$ cat config.mk
export PLATFORM = sky130hd
export DESIGN_NAME = down_counter_ms_accumulator_flat
export DESIGN_NICKNAME = d
export VERILOG_FILES = /design/src/hdl/dcma_pkg.sv /design/src/hdl/dcma_if.sv /design/src/hdl/dcma_div.sv /design/src/hdl/down_counter_ms_accumulator.sv /design/src/flat_wrapper.sv
export SDC_FILE = /design/constraint.sdc
export NUM_CORES = 1
export LEC_CHECK = 0
export BUFFER_PORTS_ARGS = -buffer_cell sky130_fd_sc_hd__buf_2
export CAP_MARGIN = 15
export CORE_MARGIN = 2
export CORE_UTILIZATION = 55
export CTS_CLUSTER_SIZE = 12
export DETAILED_ROUTE_END_ITERATION = 10
export GPL_TIMING_DRIVEN = 0
export PLACE_DENSITY = 0.77
export SETUP_SLACK_MARGIN = 0.15
export SLEW_MARGIN = 40
export SYNTH_ARGS = -nofsm -noshare
export SYNTH_HDL_FRONTEND = slang
export SYNTH_SLANG_ARGS = --single-unit
$ cat constraint.sdc
create_clock -name clk -period 4.96 [get_ports clk]
set_input_delay 0.496 -clock clk [delete_from_list [all_inputs] [get_ports clk]]
set_output_delay 0.496 -clock clk [all_outputs]
set_load 0.005 [all_outputs]
$ cat src/hdl/dcma_pkg.sv
package dcma_pkg;

	// Field and register widths
	localparam int SAMPLE_W  = 24;
	localparam int TPM_W     = 23;
	localparam int TOTAL_W   = 32;
	localparam int SUM_W     = 25;
	localparam int CFG_IDX_W = 8;

	// Register indexes
	localparam logic [CFG_IDX_W-1:0] REG_RELOAD_VALUE = CFG_IDX_W'(0);
	localparam logic [CFG_IDX_W-1:0] REG_TICKS_PER_MS = CFG_IDX_W'(1);

	// Register reset values
	localparam logic [SAMPLE_W-1:0] RELOAD_RESET = SAMPLE_W'(999);
	localparam logic [TPM_W-1:0]    TPM_RESET    = TPM_W'(1000);

	// Divider sequencing: one quotient bit per step
	localparam int DIV_STEPS = SUM_W;
	localparam int STEP_W    = $clog2(DIV_STEPS);
	localparam logic [STEP_W-1:0] STEP_LAST = STEP_W'(DIV_STEPS - 1);

	typedef enum logic [1:0] {
		ST_IDLE,
		ST_BUSY,
		ST_HOLD
	} state_t;

	typedef struct packed {
		logic              start;
		logic [SUM_W-1:0]  dividend;
		logic [TPM_W-1:0]  divisor;
	} div_req_t;

	typedef struct packed {
		logic              done;
		logic [SUM_W-1:0]  quotient;
		logic [TPM_W-1:0]  remainder;
	} div_resp_t;

endpackage

$ cat src/hdl/dcma_if.sv
interface dcma_sample_if import dcma_pkg::*; ();
	logic                valid;
	logic                ready;
	logic [SAMPLE_W-1:0] counter_sample;

	modport source (output valid, output counter_sample, input ready);
	modport sink   (input valid, input counter_sample, output ready);
endinterface

interface dcma_result_if import dcma_pkg::*; ();
	logic               valid;
	logic               ready;
	logic [TOTAL_W-1:0] total_ms;
	logic [SUM_W-1:0]   ms_step;

	modport source (output valid, output total_ms, output ms_step, input ready);
	modport sink   (input valid, input total_ms, input ms_step, output ready);
endinterface

interface dcma_cfg_if import dcma_pkg::*; ();
	logic                 valid;
	logic                 ready;
	logic [CFG_IDX_W-1:0] index;
	logic [31:0]          data;

	modport source (output valid, output index, output data, input ready);
	modport sink   (input valid, input index, input data, output ready);
endinterface

$ cat src/hdl/dcma_div.sv
module dcma_div import dcma_pkg::*; (
	input  logic      clk,
	input  logic      arst_n,
	input  div_req_t  req,
	output div_resp_t resp
);

	logic              busy_q;
	logic              done_q;
	logic [STEP_W-1:0] step_q;
	logic [SUM_W-1:0]  dvd_q;
	logic [TPM_W-1:0]  rem_q;
	logic [TPM_W-1:0]  dsr_q;

	logic [TPM_W:0]    trial;
	logic [TPM_W:0]    diff;
	logic              ge;
	logic [TPM_W-1:0]  rem_next;

	// Restoring step: bring down the next dividend bit, subtract if it fits
	always_comb begin
		trial    = {rem_q, dvd_q[SUM_W-1]};
		diff     = trial - {1'b0, dsr_q};
		ge       = (trial >= {1'b0, dsr_q});
		rem_next = ge ? diff[TPM_W-1:0] : trial[TPM_W-1:0];
	end

	always_ff @(posedge clk or negedge arst_n) begin
		if (!arst_n) begin
			busy_q <= 1'b0;
			done_q <= 1'b0;
			step_q <= '0;
		end else begin
			done_q <= 1'b0;
			if (req.start) begin
				busy_q <= 1'b1;
				step_q <= '0;
			end else if (busy_q) begin
				step_q <= step_q + STEP_W'(1);
				if (step_q == STEP_LAST) begin
					busy_q <= 1'b0;
					done_q <= 1'b1;
				end
			end
		end
	end

	always_ff @(posedge clk) begin
		if (req.start) begin
			dvd_q <= req.dividend;
			dsr_q <= req.divisor;
			rem_q <= '0;
		end else if (busy_q) begin
			dvd_q <= {dvd_q[SUM_W-2:0], ge};
			rem_q <= rem_next;
		end
	end

	assign resp.done      = done_q;
	assign resp.quotient  = dvd_q;
	assign resp.remainder = rem_q;

endmodule

$ cat src/hdl/down_counter_ms_accumulator.sv
// The sample beat loads the divider, which runs 25 divide steps, and the
// result is then loaded into the output register.
// No new sample is taken until the bit-serial divider's result is loaded.
// A pending result may wait at the output while the next sample divides.
// Reset (arst_n low, asynchronous): registers return to 999 / 1000,
// previous sample, tick remainder and millisecond total clear to zero.
module down_counter_ms_accumulator import dcma_pkg::*; (
	input  logic  clk,
	input  logic  arst_n,
	dcma_cfg_if.sink      cfg,
	dcma_sample_if.sink   sample,
	dcma_result_if.source result
);

	// Configuration registers
	logic [SAMPLE_W-1:0] reload_q;
	logic [TPM_W-1:0]    tpm_q;

	// Running state
	logic [SAMPLE_W-1:0] prev_q;
	logic [TPM_W-1:0]    rem_q;
	logic [TOTAL_W-1:0]  total_q;

	// Output register
	logic                out_valid_q;
	logic [TOTAL_W-1:0]  out_total_q;
	logic [SUM_W-1:0]    out_step_q;

	state_t state_q, state_d;

	div_req_t  div_req;
	div_resp_t div_resp;

	logic                in_beat;
	logic                out_free;
	logic                load_out;
	logic [SUM_W-1:0]    period;
	logic [SUM_W-1:0]    wrapped;
	logic [SAMPLE_W-1:0] elapsed;
	logic [TPM_W-1:0]    divisor;
	logic [TOTAL_W-1:0]  total_next;

	// Configuration must be written only while idle (the block does not enforce this), so take it at once
	assign cfg.ready = 1'b1;

	always_ff @(posedge clk or negedge arst_n) begin
		if (!arst_n) begin
			reload_q <= RELOAD_RESET;
			tpm_q    <= TPM_RESET;
		end else if (cfg.valid) begin
			case (cfg.index)
				REG_RELOAD_VALUE: reload_q <= cfg.data[SAMPLE_W-1:0];
				REG_TICKS_PER_MS: tpm_q    <= cfg.data[TPM_W-1:0];
				default: ;  // drop writes beyond the register list
			endcase
		end
	end

	// Elapsed ticks: plain difference, or once round the period when the
	// counter has reloaded; keep 24 bits so out-of-range samples wrap.
	always_comb begin
		period  = {1'b0, reload_q} + SUM_W'(1);
		wrapped = {1'b0, prev_q} + period - {1'b0, sample.counter_sample};
		if (prev_q >= sample.counter_sample) begin
			elapsed = prev_q - sample.counter_sample;
		end else begin
			elapsed = wrapped[SAMPLE_W-1:0];
		end
		divisor = (tpm_q == '0) ? TPM_W'(1) : tpm_q;
	end

	assign in_beat = sample.valid && sample.ready;

	// Start the divider on the beat itself: dividend is remainder + elapsed
	assign div_req.start    = in_beat;
	assign div_req.dividend = {2'b00, rem_q} + {1'b0, elapsed};
	assign div_req.divisor  = divisor;

	dcma_div u_div (
		.clk    (clk),
		.arst_n (arst_n),
		.req    (div_req),
		.resp   (div_resp)
	);

	// The output register is free when empty or being drained this cycle
	assign out_free   = !out_valid_q || result.ready;
	assign total_next = total_q + {{(TOTAL_W-SUM_W){1'b0}}, div_resp.quotient};

	always_comb begin
		state_d  = state_q;
		load_out = 1'b0;
		case (state_q)
			ST_IDLE: begin
				if (in_beat) begin
					state_d = ST_BUSY;
				end
			end
			ST_BUSY: begin
				if (div_resp.done) begin
					if (out_free) begin
						load_out = 1'b1;
						state_d  = ST_IDLE;
					end else begin
						state_d = ST_HOLD;
					end
				end
			end
			ST_HOLD: begin
				// divider holds its result until the output drains
				if (out_free) begin
					load_out = 1'b1;
					state_d  = ST_IDLE;
				end
			end
			default: begin
				state_d = ST_IDLE;
			end
		endcase
	end

	assign sample.ready = (state_q == ST_IDLE);

	always_ff @(posedge clk or negedge arst_n) begin
		if (!arst_n) begin
			state_q     <= ST_IDLE;
			prev_q      <= '0;
			rem_q       <= '0;
			total_q     <= '0;
			out_valid_q <= 1'b0;
		end else begin
			state_q <= state_d;
			if (in_beat) begin
				prev_q <= sample.counter_sample;
			end
			// Commit remainder and total only when the result is handed on
			if (load_out) begin
				rem_q       <= div_resp.remainder;
				total_q     <= total_next;
				out_valid_q <= 1'b1;
			end else if (result.ready) begin
				out_valid_q <= 1'b0;
			end
		end
	end

	always_ff @(posedge clk) begin
		if (load_out) begin
			out_total_q <= total_next;
			out_step_q  <= div_resp.quotient;
		end
	end

	assign result.valid    = out_valid_q;
	assign result.total_ms = out_total_q;
	assign result.ms_step  = out_step_q;

endmodule

$ cat src/flat_wrapper.sv
// flat-port wrapper written by rule: the top's interface ports become plain ports
module down_counter_ms_accumulator_flat import dcma_pkg::*;
  (clk, arst_n, cfg_valid, cfg_index, cfg_data, cfg_ready, sample_valid, sample_counter_sample, sample_ready, result_valid, result_total_ms, result_ms_step, result_ready);
  dcma_cfg_if cfg_i ();
  dcma_sample_if sample_i ();
  dcma_result_if result_i ();
  input  logic clk;
  input  logic arst_n;
  input wire logic [$bits(cfg_i.valid)-1:0] cfg_valid;
  input wire logic [$bits(cfg_i.index)-1:0] cfg_index;
  input wire logic [$bits(cfg_i.data)-1:0] cfg_data;
  output wire logic [$bits(cfg_i.ready)-1:0] cfg_ready;
  input wire logic [$bits(sample_i.valid)-1:0] sample_valid;
  input wire logic [$bits(sample_i.counter_sample)-1:0] sample_counter_sample;
  output wire logic [$bits(sample_i.ready)-1:0] sample_ready;
  output wire logic [$bits(result_i.valid)-1:0] result_valid;
  output wire logic [$bits(result_i.total_ms)-1:0] result_total_ms;
  output wire logic [$bits(result_i.ms_step)-1:0] result_ms_step;
  input wire logic [$bits(result_i.ready)-1:0] result_ready;
  assign cfg_i.valid = cfg_valid;
  assign cfg_i.index = cfg_index;
  assign cfg_i.data = cfg_data;
  assign cfg_ready = cfg_i.ready;
  assign sample_i.valid = sample_valid;
  assign sample_i.counter_sample = sample_counter_sample;
  assign sample_ready = sample_i.ready;
  assign result_valid = result_i.valid;
  assign result_total_ms = result_i.total_ms;
  assign result_ms_step = result_i.ms_step;
  assign result_i.ready = result_ready;
  down_counter_ms_accumulator u_core (.clk(clk), .arst_n(arst_n), .cfg(cfg_i), .sample(sample_i), .result(result_i));
endmodule
==> results.md <==
- Die ar.: 0.0317 mm^2
- GRT Total Usage: 27.1%
- Area Overhead vs Synth: 18.4%
- Final Wtd Congestion: 0.948
- CTS Sinks: 264
- Via Count: 13700
- Synth cell types: 69
- Top-count cell post-synth: nand2_1
- Post-synthesis sequential area ratio: 42.3%
- Status: finished with violations
- Worst-Margin Slew: 724 ps
- Mapped cell area: 0.0166 mm^2
- Maximum clock path buffer count: 3
- Crit-path max FO: 3
- Top post-synthesis cells by area: edfxtp_1 19%, dfrtp_1 18%, ha_1 9.6%
- Unrepaired setup endpoints after global routing: true
- Largest net degree at the start of global routing: 57
- Worst IR Drop VDD: 0.000372 V
- Initial antenna violation count: 0
- Syn Inst Count: 1787
- Post-Syn Area per Cell: 9.31 um^2
- Crit path kind: reg -> reg
- TritonCTS buffer count: 30
- FMAX: 194 MHz
- Worst EP required: 5360 ps
- Post-synth top area cell: edfxtp_1
- Final max-slew violation count: 0
- Core Area: 0.0297 mm^2
- Async set-reset flop share out of synthesis: 51.5%
- Syn. warnings: 0
- Core Rows: 63
- Post-DP HPWL: 32100 um
- Post-synth top cells: 277 x nand2_1, 179 x inv_1, 139 x o21ai_0
- Tcrit/Tclk final: 104%
- Diodes inserted: 0
- CTS root buf: clkbuf_16
- CTS tree: yes
- Vias in the first global route: 13300
- Worst setup margin: -184 ps
- Starting density of the core: 56.0%
- Drt total wl: 43200 um
- #FFs+latches synth: 264
- CP Launch Type: register
- Die height: 178 um
- Critical Path Sink Type: register
- Total gr overflow: 0
- Clock-pin slew on the worst setup and hold paths: 60 ps
- Share of cells above drive strength 1: 17.8%
- Die W: 178 um
- Syn nets: 2011
- Post-route cell area: 0.0197 mm^2
- Failing checks: setup timing
- I/O Buffers: 119
- FILL cells: 2387
- Arr. time, crit path: 5550 ps
- Leakage Power: 9.38 nW
- Max Cap Viol: 0
- Vias per inst: 5.68
- Final setup fails: 6
- DRC viols: 0
- DP Area: 0.0179 mm^2
- Top_reg_cell synth: dfrtp_1
- Drt first pass iters: 5
- PD cells: 687 mW/mm^2
- Post-DRT Antenna Nets: 0
- Wire per inst: 17.9 um
- Slew margin rel.: 51.8%
- First-pass GRT wire length: 67700 um
- Num ports: 129
- H-Tree Depth: 1
- Layout Nets: 2217
- Final Hold Viols: 0
- Worst-Skew Late Latency: 580 ps
- Starting DRC count in detailed routing: 1009
- Tmin final: 5140 ps
- EDFF count, synth: 105
- Overall Power: 13.5 mW
- Hold/Removal Path Class: in -> reg
- Clock skew: 14.9 ps
- Yosys top cell area share: 18.9%
-- sequential cells by signal, indices dropped and copies added (netlist names) --
| signal | flops |
|---|---|
| u_core.u_div.dsr_q | 23 |
| u_core.u_div.rem_q | 23 |
| u_core.u_div.step_q | 5 |
| u_core.result.valid | 1 |
| u_core.tpm_q | 23 |
| u_core.result.ms_step | 25 |
| u_core.u_div.done_q | 1 |
| u_core.rem_q | 23 |
| u_core.u_div.busy_q | 1 |
| u_core.total_q | 32 |
| u_core.result.total_ms | 32 |
| u_core.reload_q | 24 |
| u_core.u_div.dvd_q | 25 |
| u_core.state_q | 2 |
| u_core.prev_q | 24 |
-- worst paths after layout --
kind / cells past startpoint / to / slack (ps) / start
worst max-delay path: 25 / u_core.u_div.dvd_q[24] / -180 / u_core.prev_q[0]
worst min-delay path: 3 / u_core.reload_q[3] / 150 / cfg_data[3]
worst max register to register: 25 / u_core.u_div.dvd_q[24] / -180 / u_core.prev_q[0]
worst min register to register: 2 / u_core.rem_q[17] / 480 / u_core.u_div.rem_q[17]
max in group asynchronous: 4 / u_core.reload_q[7] / 3640 / arst_n
min in group asynchronous: 2 / u_core.total_q[30] / 370 / arst_n
-- cells in the final DEF (no fill, tap or decap), drive strengths merged, types with 44 or more instances in the layout --
master | netlist | layout
nand2 | 277 | 277
buf | 11 | 184
inv | 179 | 180
o21ai | 145 | 145
a21oi | 130 | 130
ha | 128 | 128
dfrtp | 122 | 122
edfxtp | 105 | 105
clkbuf | 58 | 103
nor2 | 102 | 102
xnor2 | 60 | 60
xor2 | 53 | 53
a21o | 44 | 44
-- final cells by class --
class | instances | area (um^2) | area share (%)
flip-flops and latches | 264 | 7030 | 35.7
clock buffers | 45 | 905 | 4.59
inverters | 179 | 672 | 3.41
clock inverters | 11 | 135 | 0.686
multi-input cells | 1275 | 9040 | 45.9
plain buffers | 69 | 328 | 1.66
repair buffers | 174 | 1110 | 5.62
well taps | 390 | 488 | 2.48
-- stage by stage --
stage          TNS, ps  utilization, %  setup WS (ps)  hold WS [ps]  cells
2_1_floorplan        0               -            144           200   1787
3_3_place_gp    -11180            59.7           -998           464   2296
3_5_place_dp    -11760            60.1          -1020           375   2300
4_1_cts          -1170            65.0           -260           140   2384
5_1_grt          -2290            66.3           -373           158   2407
6_report          -563            66.3           -184           154   2407
-- worst max-delay path, stage by stage (launching register included) --
cell and delay [ps]:
dfrtp_1 390, inv_2 80, ha_4 140, inv_2 40, fa_2 350, a21o_1 210, a221oi_4 320, o211ai_2 140
o31a_1 300, o21ai_4 160, buf_8 130, mux2i_4 270, ha_2 220, inv_2 40, fa_2 350, nor2b_2 130
o21a_1 180, o21ai_2 80, a211o_1 340, o211ai_1 190, buf_4 150, nand4_1 130, a21boi_2 220, o21a_1 180
nor2_1 50, o31ai_1 180
-- per-layer routing --
layer  GRT usage, %  part of all wire, %  routed length, um  vias up
met5              0                    0                  0        -
met4           9.90                  4.2               1810        0
met3           2.76                  5.4               2330      112
met2           47.0                   48              20800      456
met1           35.0                   42              18200     6555
li1               -                    -                  -     6552
-- timing repair --
action | CTS | global route
pin swaps | 31 | 52
gates cloned | 0 | 0
hold buffers | 1 | 0
gates resized for setup | 51 | 47
endpoints found under the hold margin | 30 | 0
setup buffers | 27 | 23
endpoints found under the setup margin | 19 | 17
-- kinds of logic after synthesis --
logic type / after synthesis / synth area share [%]
AND/OR/NAND/NOR: 516 / 13.5
AO/OA/AOI/OAI: 438 / 16.3
flip-flops: 264 / 42.3
buffers and inverters: 248 / 5.71
adder cells (fa/ha/maj): 155 / 12.9
XOR/XNOR: 113 / 5.95
multiplexers: 52 / 3.40
other: 1 / 0.0225
-- power breakdown --
| group | leakage [nW] | internal [mW] | switching (mW) |
|---|---|---|---|
| Clock | 0.514 | 1.37 | 0.908 |
| Sequential | 2.90 | 2.80 | 0.362 |
| Combinational | 5.96 | 3.46 | 4.65 |
Note: power is estimated with default switching activity, not from simulation.
